===== config.mk =====
export PLATFORM = sky130hd
export DESIGN_NAME = d2q9vm_div
export DESIGN_NICKNAME = d
export VERILOG_FILES = /design/src/rtl/d2q9vm_pkg.sv /design/src/rtl/d2q9vm_div.sv
export SDC_FILE = /design/constraint.sdc
export NUM_CORES = 2
export LEC_CHECK = 0
export BUFFER_PORTS_ARGS = -buffer_cell sky130_fd_sc_hd__buf_2
export CAP_MARGIN = 10
export CORE_AREA = 4 4 384 386
export CTS_CLUSTER_DIAMETER = 40
export DETAILED_ROUTE_END_ITERATION = 16
export DIE_AREA = 0 0 388 390
export GPL_TIMING_DRIVEN = 0
export PLACE_DENSITY = 0.56
export SLEW_MARGIN = 5
export SYNTH_ARGS = -nofsm -noshare
export SYNTH_HDL_FRONTEND = slang
export SYNTH_SLANG_ARGS = --single-unit

===== constraint.sdc =====
create_clock -name clk -period 3.55 [get_ports clk]
set_input_delay 0.5325 -clock clk [delete_from_list [all_inputs] [get_ports clk]]
set_output_delay 0.5325 -clock clk [all_outputs]
set_load 0.01 [all_outputs]

===== src/rtl/d2q9vm_pkg.sv =====
package d2q9vm_pkg;

    // lattice directions
    localparam int DIR_COUNT = 9;
    localparam int DIR_REST  = 0;
    localparam int DIR_E     = 1;
    localparam int DIR_N     = 2;
    localparam int DIR_W     = 3;
    localparam int DIR_S     = 4;
    localparam int DIR_NE    = 5;
    localparam int DIR_NW    = 6;
    localparam int DIR_SW    = 7;
    localparam int DIR_SE    = 8;

    // datapath widths
    localparam int DIST_W  = 16;
    localparam int RHO_W   = 20;               // sum of nine 16-bit values
    localparam int MOM_W   = 18;               // sum of three 16-bit values
    localparam int SQ_W    = 2 * MOM_W;
    localparam int MSQ_W   = SQ_W + 1;
    localparam int ROOT_W  = 35;               // isqrt of msq * 2^32
    localparam int RAD_W   = 2 * ROOT_W;
    localparam int REMS_W  = ROOT_W + 3;
    localparam int QUO_W   = 17;               // root / rho stays below 2^17
    localparam int DREM_W  = RHO_W + QUO_W;
    localparam int SPEED_W = 17;

    // speed marker for a blocked cell, -0.05 in Q1.15
    localparam logic signed [SPEED_W-1:0] OBSTACLE_SPEED = -17'sd1638;

    typedef logic [DIR_COUNT-1:0][DIST_W-1:0] dist_arr_t;

    typedef struct packed {
        logic obstacle;
        logic zero;
    } flags_t;

endpackage


===== src/rtl/d2q9vm_div.sv =====
module d2q9vm_div (
    input  logic                          clk,
    input  logic                          rst_n,
    input  logic                          en,
    input  logic                          in_valid,
    input  logic [d2q9vm_pkg::ROOT_W-1:0] root,
    input  logic [d2q9vm_pkg::RHO_W-1:0]  rho,
    input  d2q9vm_pkg::flags_t            flags_in,
    output logic                          out_valid,
    output logic [d2q9vm_pkg::QUO_W-1:0]  quo,
    output d2q9vm_pkg::flags_t            flags_out
);

    localparam int N = d2q9vm_pkg::QUO_W;

    logic                          v_reg   [N];
    logic [d2q9vm_pkg::DREM_W-1:0] rem_reg [N];
    logic [N-1:0]                  quo_reg [N];
    logic [d2q9vm_pkg::RHO_W-1:0]  rho_reg [N];
    d2q9vm_pkg::flags_t            fl_reg  [N];

    // restoring division, one quotient bit per stage, msb first
    for (genvar j = 0; j < N; j++)
    begin : g_stage
        logic                          v_src;
        logic [d2q9vm_pkg::DREM_W-1:0] rem_src;
        logic [N-1:0]                  quo_src;
        logic [d2q9vm_pkg::RHO_W-1:0]  rho_src;
        d2q9vm_pkg::flags_t            fl_src;
        logic [d2q9vm_pkg::DREM_W-1:0] dsh;
        logic                          ge;

        if (j == 0)
        begin : g_first
            assign v_src   = in_valid;
            assign rem_src = d2q9vm_pkg::DREM_W'(root);
            assign quo_src = '0;
            assign rho_src = rho;
            assign fl_src  = flags_in;
        end
        else
        begin : g_next
            assign v_src   = v_reg[j-1];
            assign rem_src = rem_reg[j-1];
            assign quo_src = quo_reg[j-1];
            assign rho_src = rho_reg[j-1];
            assign fl_src  = fl_reg[j-1];
        end

        assign dsh = d2q9vm_pkg::DREM_W'(rho_src) << (N - 1 - j);
        assign ge  = (rem_src >= dsh);

        always_ff @(posedge clk or negedge rst_n)
        begin
            if (!rst_n)
            begin
                v_reg[j] <= 1'b0;
            end
            else if (en)
            begin
                v_reg[j] <= v_src;
            end
        end

        always_ff @(posedge clk)
        begin
            if (en)
            begin
                rem_reg[j] <= ge ? rem_src - dsh : rem_src;
                quo_reg[j] <= {quo_src[N-2:0], ge};
                rho_reg[j] <= rho_src;
                fl_reg[j]  <= fl_src;
            end
        end
    end

    assign out_valid = v_reg[N-1];
    assign quo       = quo_reg[N-1];
    assign flags_out = fl_reg[N-1];

endmodule


==> key figures <==
CTS
  – H-tree depth: 4
  – Maximum clock insertion buffer count: 3
  – CTS tree: built
  – Sink Count: 1116
  – Root buf cell: clkbuf_16
  – Clock Pin Slew Worst Setup and Hold Paths: 60 ps
  – CTS Buf Count: 181
  – Clock Latency Late Sink: 790 ps

Placed design
  – Setup WS pre-CTS: -1106 ps
  – DP Cell Count: 6779
  – GP Congestion: 0.9183
  – DPL Wire Length: 94.30 mm
  – Port buffer count: 80

Floorplanning
  – # IOs: 81
  – Die X: 388 µm
  – Rows: 139
  – Core area: 143500 µm²
  – Chip Height: 390 µm
  – Initial Util: 39.84%
  – Die footprint: 151300 µm²

Global routing
  – Largest net degree at the start of global routing: 177
  – First-pass GRT wire length: 201.5 mm
  – Overflow after GRT: 0
  – Initial antenna violation count: 2
  – Gr usage total: 16.66%
  – Vias in the first global route: 38.51k

Critical path
  – Crit-path most repeated cell: or4_4
  – WP data arrival: 4100 ps
  – Worst setup EP type: flip-flop
  – WS Path Type: flip-flop to flip-flop
  – Bufs and invs on worst path: 0
  – Worst r2r src: rem_reg[0][388]
  – Worst R2R Path Depth: 10
  – Crit path required time: 4060 ps
  – CP Cell Sequence: ha_2, nand3_4, or4_4, or4_4, nor4_2, nor3_1, o32ai_1, a21boi_2, o21ai_0, xnor2_1
  – Slowest cell on the critical path: or4_4
  – Reg2reg setup slack: -30 ps
  – FF-to-FF End: rem_reg[0][433]
  – Crit path launch type: flip-flop
  – Top delay family on crit path: simple AND/OR/NAND/NOR gates
  – CP peak stage delay: 600 ps
  – Crit Path Max Fanout: 6

Power and ir drop
  – Worst VDD drop: 0.5038 mV
  – Tot Pwr: 54.06 mW
  – Static leakage: 26.16 nW
  – Pwr/cell area: 795.2 nW/µm²

STA
  – RSZ-0062 raised after global routing: true
  – Slew @ Worst Pin: 926.3 ps
  – Pins Over Slew Limit: 0
  – Final Setup Violations: 1
  – Tmin final: 3583 ps
  – Fmax: 279.1 MHz
  – Setup ws final: -33.31 ps
  – Max-slew headroom: 37.68%
  – Count of final hold-check violations: 0
  – Post-route clock skew: 32.87 ps
  – Period utilization: 100.9%

Run status
  – Outcome: finished, violations left
  – Failing checks: negative setup slack

Hold path
  – Hold Crit Depth: 2
  – Hold EP: rem_reg[0][34]
  – Hold Path Class: input pin to flip-flop
  – Worst hold start: root[34]

Layout
  – Core Util, Final: 47.38%
  – Share of cells above drive strength 1: 13.23%
  – Finished Layout Cells: 7201
  – Number of flip-flops in the largest register: 592
  – Area growth, synth to finish: 18.92%
  – Fin nets: 5557
  – Antenna Diode Count: 0

Detailed routing
  – DR iter-0 viols: 1523
  – Vias: 37.11k
  – DRC: 0
  – Drt wl/cell: 17.61 µm
  – DRT antenna net count: 0
  – Routed wire length: 126.8 mm
  – First drt pass iteration count: 5
  – DR vias/cell: 5.153

Synth
  – Synthesized cell area: 57160 µm²
  – Synth cell types: 83
  – Post-synth top flop: edfxtp_1
  – Avg Cell Area, Syn: 11.94 µm²
  – Synthesized flop and latch total: 1116
  – Number of synthesized flops with an enable pin: 1099
  – Synth top area cells: edfxtp_1 58%, ha_1 7.4%, o21ai_0 3.2%, xnor2_1 3.0%, inv_1 2.8%
  – Sequential element share of the synthesized area: 58.48%
  – Area leader, netlist: edfxtp_1
  – Share of the synthesized area in the top cell type: 57.73%
  – Async S/R FF share, synth: 1.523%
  – Synth Instances: 4788
  – Syn_nets: 5204
  – Yosys warnings: 0

Job
  – Max-cap violations: 0
power by group:
group	internal [mW]	switching, mW	total (mW)
clock	11.4	6.55	18.0
sequential	18.2	1.66	19.9
combinational	7.14	9.07	16.2
worst register-to-register path, cell delays in order, from the launching register on:
cell	delay, ps
edfxtp_1	410
ha_2	430
nand3_4	140
or4_4	530
or4_4	600
nor4_2	190
nor3_1	130
o32ai_1	320
a21boi_2	270
o21ai_0	150
xnor2_1	160
worst max-delay path by stage:
| stage | startpoint | end | cells after the start |
|---|---|---|---|
| floorplan | rho_reg[0][200] | rem_reg[0][418] | 12 |
| global placement | en | quo_reg[1][3] | 1 |
| detailed placement | rem_reg[0][17] | rem_reg[0][67] | 11 |
| CTS | rem_reg[0][359] | rem_reg[0][400] | 10 |
| global route | rem_reg[0][396] | rem_reg[0][423] | 10 |
| finish | rem_reg[0][388] | rem_reg[0][433] | 10 |
Yosys cell counts, drive strengths merged, types with 16 or more instances:
cell type and count:
a211oi 31, a21boi 19, a21o 124, a21oi 272, a31oi 35, and3 20, clkbuf 74, dfrtp 17
edfxtp 1099, fa 16, ha 339, inv 428, mux2 71, nand2 404, nand2b 62, nand3 72
nand4 44, nand4b 16, nor2 235, nor2b 54, nor3 107, nor4 61, o211ai 20, o21a 57
o21ai 364, o21bai 30, o31a 18, o31ai 42, or2 23, or3 32, or4 31, xnor2 196
xor2 176
metrics by stage:
step,hold slack (ps),area (µm²),TNS [ps]
after floorplan,236.9,57170,0
after global placement,400.1,59950,-
after detailed placement,404.5,60160,-204650
after CTS,3.757,67520,-239.3
after global routing,31.82,67980,-1946
final,70.82,67980,-33.31
logic make-up (layout without fill, tap and decap cells):
family	count (synthesis)	in the layout	share of synthesized area (%)
AO/OA/AOI/OAI	1115	1115	12.13
multiplexers	77	77	1.510
AND/OR/NAND/NOR	1240	1240	10.79
buffers and inverters	513	1023	3.415
adder cells (fa/ha/maj)	355	355	7.981
XOR/XNOR	372	372	5.700
flip-flops	1116	1116	58.48
metal layers:
layer  GRT usage, %  up-vias  wire (µm)
li1               -    18490          -
met1          15.92    17560      45140
met2          33.02      687      70210
met3          2.888      370       4084
met4          9.684        2       7335
met5              0        -         17
what timing repair did:
item                                    CTS  global route
hold buffers                             40             0
resized for setup                       120           107
pin swaps                                18            28
buffers inserted                         23            24
endpoints found under the setup margin  372           332
endpoints found under the hold margin    56             0
cloned                                    0             0
layout by cell type (no fill, tap or decap), drive strengths merged, types with 16 or more instances in the layout:
cell and instances:
inv 462, nand4 44, buf 153, o211ai 20, o31a 18, bufinv 25, o21bai 30, a31oi 35
edfxtp 1099, clkbuf 259, dlygate4sd3 40, clkinvlp 24, or2 23, o31ai 42, dfrtp 17, mux2 71
xor2 176, nor2b 54, nor4 61, a211oi 31, nand4b 16, and3 20, xnor2 196, nor3 107
nand2 404, fa 16, a21o 124, ha 339, nand3 72, o21a 57, clkinv 60, nor2 235
nand2b 62, or3 32, or4 31, o21ai 364, a21oi 272, a21boi 19
cell type report:
class                      instances  area, µm²
clock inverter                   143       1715
timing repair buffer             175       1369
multi-input combinational       3159      22390
inverter                         428       1622
clock buffer                     197       4632
buffer                            80      440.4
sequential                      1116      33430
tap                             1903       2381
fill                           12690      75510
Power figures use the tool's default switching activity.
