**config.mk**
```make
export PLATFORM = sky130hd
export DESIGN_NAME = d2q9vm_front
export DESIGN_NICKNAME = d
export VERILOG_FILES = /design/src/rtl/d2q9vm_pkg.sv /design/src/rtl/d2q9vm_front.sv
export SDC_FILE = /design/constraint.sdc
export NUM_CORES = 2
export LEC_CHECK = 0
export BUFFER_PORTS_ARGS = -buffer_cell sky130_fd_sc_hd__buf_2
export CELL_PAD_IN_SITES_DETAIL_PLACEMENT = 1
export CELL_PAD_IN_SITES_GLOBAL_PLACEMENT = 1
export CORE_MARGIN = 1.5
export CORE_UTILIZATION = 40
export DETAILED_ROUTE_END_ITERATION = 6
export GPL_ROUTABILITY_DRIVEN = 0
export HOLD_SLACK_MARGIN = 0.15
export PLACE_DENSITY = 0.69
export SLEW_MARGIN = 0
export SYNTH_ARGS = -nofsm -noshare
export SYNTH_HDL_FRONTEND = slang
export SYNTH_SLANG_ARGS = --single-unit
```
**constraint.sdc**
```tcl
create_clock -name clk -period 7.5 [get_ports clk]
set_input_delay 0.75 -clock clk [delete_from_list [all_inputs] [get_ports clk]]
set_output_delay 0.75 -clock clk [all_outputs]
set_load 0.02 [all_outputs]
```
**src/rtl/d2q9vm_pkg.sv**
```systemverilog
package d2q9vm_pkg;

    // lattice directions
    localparam int DIR_COUNT = 9;
    localparam int DIR_REST  = 0;
    localparam int DIR_E     = 1;
    localparam int DIR_N     = 2;
    localparam int DIR_W     = 3;
    localparam int DIR_S     = 4;
    localparam int DIR_NE    = 5;
    localparam int DIR_NW    = 6;
    localparam int DIR_SW    = 7;
    localparam int DIR_SE    = 8;

    // datapath widths
    localparam int DIST_W  = 16;
    localparam int RHO_W   = 20;               // sum of nine 16-bit values
    localparam int MOM_W   = 18;               // sum of three 16-bit values
    localparam int SQ_W    = 2 * MOM_W;
    localparam int MSQ_W   = SQ_W + 1;
    localparam int ROOT_W  = 35;               // isqrt of msq * 2^32
    localparam int RAD_W   = 2 * ROOT_W;
    localparam int REMS_W  = ROOT_W + 3;
    localparam int QUO_W   = 17;               // root / rho stays below 2^17
    localparam int DREM_W  = RHO_W + QUO_W;
    localparam int SPEED_W = 17;

    // speed marker for a blocked cell, -0.05 in Q1.15
    localparam logic signed [SPEED_W-1:0] OBSTACLE_SPEED = -17'sd1638;

    typedef logic [DIR_COUNT-1:0][DIST_W-1:0] dist_arr_t;

    typedef struct packed {
        logic obstacle;
        logic zero;
    } flags_t;

endpackage

```
**src/rtl/d2q9vm_front.sv**
```systemverilog
module d2q9vm_front (
    input  logic                          clk,
    input  logic                          rst_n,
    input  logic                          en,
    input  logic                          in_valid,
    input  d2q9vm_pkg::dist_arr_t         dists,
    input  logic                          obstacle,
    output logic                          out_valid,
    output logic [d2q9vm_pkg::MSQ_W-1:0]  msq,
    output logic [d2q9vm_pkg::RHO_W-1:0]  rho,
    output d2q9vm_pkg::flags_t            flags
);

    logic [d2q9vm_pkg::RHO_W-1:0] rho_sum;
    logic [d2q9vm_pkg::MOM_W-1:0] px, nx, py, ny;

    logic                         va_reg, vb_reg, vc_reg, vd_reg;
    logic [d2q9vm_pkg::RHO_W-1:0] rho_a_reg, rho_b_reg, rho_c_reg, rho_d_reg;
    logic [d2q9vm_pkg::MOM_W-1:0] px_reg, nx_reg, py_reg, ny_reg;
    logic                         obs_a_reg;
    d2q9vm_pkg::flags_t           flags_b_reg, flags_c_reg, flags_d_reg;
    logic [d2q9vm_pkg::MOM_W-1:0] ax_reg, ay_reg;
    logic [d2q9vm_pkg::SQ_W-1:0]  sqx_reg, sqy_reg;
    logic [d2q9vm_pkg::MSQ_W-1:0] msq_reg;

    // density and directional sums
    always_comb
    begin
        rho_sum = '0;
        for (int k = 0; k < d2q9vm_pkg::DIR_COUNT; k++)
        begin
            rho_sum = rho_sum + d2q9vm_pkg::RHO_W'(dists[k]);
        end
        px = d2q9vm_pkg::MOM_W'(dists[d2q9vm_pkg::DIR_E])
           + d2q9vm_pkg::MOM_W'(dists[d2q9vm_pkg::DIR_NE])
           + d2q9vm_pkg::MOM_W'(dists[d2q9vm_pkg::DIR_SE]);
        nx = d2q9vm_pkg::MOM_W'(dists[d2q9vm_pkg::DIR_W])
           + d2q9vm_pkg::MOM_W'(dists[d2q9vm_pkg::DIR_NW])
           + d2q9vm_pkg::MOM_W'(dists[d2q9vm_pkg::DIR_SW]);
        py = d2q9vm_pkg::MOM_W'(dists[d2q9vm_pkg::DIR_N])
           + d2q9vm_pkg::MOM_W'(dists[d2q9vm_pkg::DIR_NE])
           + d2q9vm_pkg::MOM_W'(dists[d2q9vm_pkg::DIR_NW]);
        ny = d2q9vm_pkg::MOM_W'(dists[d2q9vm_pkg::DIR_S])
           + d2q9vm_pkg::MOM_W'(dists[d2q9vm_pkg::DIR_SW])
           + d2q9vm_pkg::MOM_W'(dists[d2q9vm_pkg::DIR_SE]);
    end

    // valid bits
    always_ff @(posedge clk or negedge rst_n)
    begin
        if (!rst_n)
        begin
            va_reg <= 1'b0;
            vb_reg <= 1'b0;
            vc_reg <= 1'b0;
            vd_reg <= 1'b0;
        end
        else if (en)
        begin
            va_reg <= in_valid;
            vb_reg <= va_reg;
            vc_reg <= vb_reg;
            vd_reg <= vc_reg;
        end
    end

    // payload stages
    always_ff @(posedge clk)
    begin
        if (en)
        begin
            // sums
            rho_a_reg <= rho_sum;
            px_reg    <= px;
            nx_reg    <= nx;
            py_reg    <= py;
            ny_reg    <= ny;
            obs_a_reg <= obstacle;

            // absolute momenta, zero density check
            rho_b_reg            <= rho_a_reg;
            ax_reg               <= (px_reg >= nx_reg) ? px_reg - nx_reg : nx_reg - px_reg;
            ay_reg               <= (py_reg >= ny_reg) ? py_reg - ny_reg : ny_reg - py_reg;
            flags_b_reg.obstacle <= obs_a_reg;
            flags_b_reg.zero     <= !obs_a_reg && (rho_a_reg == '0);

            // squares
            rho_c_reg   <= rho_b_reg;
            flags_c_reg <= flags_b_reg;
            sqx_reg     <= d2q9vm_pkg::SQ_W'(ax_reg) * d2q9vm_pkg::SQ_W'(ax_reg);
            sqy_reg     <= d2q9vm_pkg::SQ_W'(ay_reg) * d2q9vm_pkg::SQ_W'(ay_reg);

            // squared magnitude
            rho_d_reg   <= rho_c_reg;
            flags_d_reg <= flags_c_reg;
            msq_reg     <= d2q9vm_pkg::MSQ_W'(sqx_reg) + d2q9vm_pkg::MSQ_W'(sqy_reg);
        end
    end

    assign out_valid = vd_reg;
    assign msq       = msq_reg;
    assign rho       = rho_d_reg;
    assign flags     = flags_d_reg;

endmodule

```
==> reports/metrics.yaml <==
tightestPinTransition_ps: 915.3
first_pass_grt_wire_length_um: 168000
worstPathMaxFanout: 19
timing.slew.headroom: 0.3898
iteration_0_drc_count_of_the_detailed_router: 1350
setup_repair_after_global_routing_missed_its_margin: "false"
buffer_ports.inserted: 208
number_of_antenna_violations_at_the_first_check_in_global_routing: 7
worstPathBufferInverterCount: 5
cts.sinks: 306
vias_per_instance: 5.106
drive_above_1_share: 0.08582
outcome: "finished clean"
final_min_period_over_clock_period: 0.9520
post_route_ant_nets: 0
syn-cell-area_mm2: 0.03925
async_reset_ff_frac: 0.01307
yosys.area.top_type: "fa_1"
cts_htree_levels: 2
seq_area_frac_synth: 0.2336
area_delta_synth_final_pct: 10.12
first_global_vias: 30310
synthMostInstantiatedCell: "inv_1"
cts_buffer_depth: 3
report.final.setup_viol: 0
initial_standard_cell_utilization_of_the_core: 0.4047
io_pins: 209
timing.setup.critical_path_class: "register to register"
crit_path_max_incr_delay_ps: 940
nNetsFinal: 5167
number_of_max_cap_violations: 0
die_area_mm2: 0.1000
achievable-frequency_mhz: 140.1
average_detailed_routed_wire_length_per_instance_um: 20.01
maximum_clock_skew_at_final_layout_ps: 28.20
synth.avg_cell_area_um2: 10.38
grt.met2_usage: 0.3800
worstPathCellList: "nand2_1 -> inv_1 -> fa_1 -> inv_1 -> fa_1 -> fa_1 -> inv_1 -> fa_1 -> fa_1 -> inv_1 -> fa_1 -> inv_1 -> ha_1 -> a21oi_1 -> nor2_1 -> a221o_1 -> or3_1 -> a31oi_2 -> o31ai_1 -> a21o_1 -> a211o_1 -> a2111oi_1"
worst_path_dominant_cell_family: "adder cells"
largest_register_ffs: 37
drc_errors: 0
clock_tree_from_tritoncts: "built"
number_of_enable_flip_flop_cells_after_synthesis: 302
crit_slowest_cell: "edfxtp_1"
cts_repair_resize_count: 0
synth_top_area_frac: 0.3142
grt-ovfl-total: 0
clk_root_buffer_cell: "clkbuf_16"
final_max_slew_viol_count: 0
yosys_warnings: 0
yosys_register_bits: 306
clk_pin_slew_worst_paths_ps: 60
floorplan.die.height_um: 316.2
vias_after_detailed_routing: 27050
global_route.usage.met3: 0.02865
floorplan.die.width_um: 316.2
cp_data_arrival_time_ps: 7530
ys_top_cells_by_area: "fa_1 (31%), edfxtp_1 (23%), ha_1 (13%), inv_1 (8.5%), xnor2_1 (3.1%)"
kind_of_end_point_of_the_critical_path: "register"
cp.required_ps: 7890
finalSetupTns_ps: 0
post_synth_inst_count: 3781
cp-start-kind: "register"
dominantRegCellSynth: "edfxtp_1"
routed_wirelength_um: 106000
number_of_distinct_library_cell_variants_in_the_gate_level_netlist_after_synthesis: 74
placement_rows: 114
period_minus_slack_ps: 7140
dpl.hpwl_um: 91090
core_mm2: 0.09699
synth.net_count: 4957
hold_viol_final: 0
gr-max-usage-layer: "met2"
cell_types_with_the_highest_counts_after_synthesis: "inv_1 (887), fa_1 (616), ha_1 (411)"
globalRouteMet1Util: 0.2766
grt_max_degree: 140
grtUsageTotal: 0.2179
cts-buffers-inserted: 39
crit_path_frequent_cell: "fa_1"
clk-insertion-delay-late_ps: 600
hp-class: "primary input to register"
detail_route.first_pass.iterations: 5
kinds of logic after synthesis:
family,share of synthesized area
fa+ha+maj,0.4452
xor+xnor,0.04307
simple gates,0.09130
compound gates,0.08610
flops,0.2336
buf+inv,0.09286
mux,0.007842
metrics by stage:
| stage | hold slack (ps) | utilization | cells | instance area [um^2] | worst slack (ps) |
|---|---|---|---|---|---|
| 3_3_place_gp | 400.7 | 0.4312 | 5216 | 41820 | 618.7 |
| 5_1_grt | 304.9 | 0.4455 | 5296 | 43210 | 9.440 |
| 2_1_floorplan | 400.3 | - | 3781 | 39250 | 1010 |
| 3_5_place_dp | 406.2 | 0.4312 | 5216 | 41820 | 453.5 |
| 4_1_cts | 286.3 | 0.4446 | 5287 | 43120 | 408.3 |
| 6_report | 342.8 | 0.4456 | 5298 | 43220 | 360.3 |
area by class of cell:
type / instances / area [um^2]
Timing Repair Buffer: 246 / 1376
Inverter: 887 / 3329
Fill cell: 10910 / 53770
Sequential cell: 306 / 9169
Multi-Input combinational cell: 2511 / 26450
Clock buffer: 49 / 1033
Clock inverter: 21 / 256.5
Antenna cell: 2 / 5.005
Tap cell: 1276 / 1597
routing by layer:
metal | wire (um) | share of wire | vias up
met5 | 53 | 0.00050 | -
met4 | 4126 | 0.039 | 8
met3 | 4643 | 0.044 | 189
met2 | 52110 | 0.49 | 636
met1 | 45090 | 0.43 | 13750
li1 | - | - | 12470
placed cells by master, fill, tap and decap left out, drive strengths merged, types with 19 or more instances in the layout:
| cell type | n |
|---|---|
| nor2 | 143 |
| nand3 | 38 |
| inv | 890 |
| fa | 616 |
| clkbuf | 49 |
| and2 | 118 |
| a21o | 80 |
| xnor2 | 138 |
| nand2 | 262 |
| mux2i | 24 |
| xor2 | 55 |
| a21oi | 155 |
| ha | 411 |
| o21a | 28 |
| o21ai | 93 |
| edfxtp | 302 |
| nor3 | 41 |
| nor2b | 42 |
| a31oi | 19 |
| buf | 245 |
repair_timing:
action,in CTS,in global routing
buffers inserted,0,9
endpoints found under the setup margin,0,2
hold buffers,1,0
hold endpoints to repair,4,0
path summary, 6_finish.rpt:
check	slack, ps	end	from	depth (start not counted)
worst max-delay path	360	sqx_reg[35]$_DFFE_PP_	ax_reg[6]$_DFFE_PP_	22
max in group asynchronous	6880	vb_reg$_DFFE_PN0P_	rst_n	2
worst min-delay path	340	obs_a_reg$_DFFE_PP_	obstacle	1
worst min register to register	420	rho_c_reg[15]$_DFFE_PP_	rho_b_reg[15]$_DFFE_PP_	0
min in group asynchronous	500	out_valid$_DFFE_PN0P_	rst_n	2
worst max register to register	360	sqx_reg[35]$_DFFE_PP_	ax_reg[6]$_DFFE_PP_	22
Power is left out: the tool's default activity adds up to more than one toggle a clock period on the data nets, which glitch-free logic cannot reach.
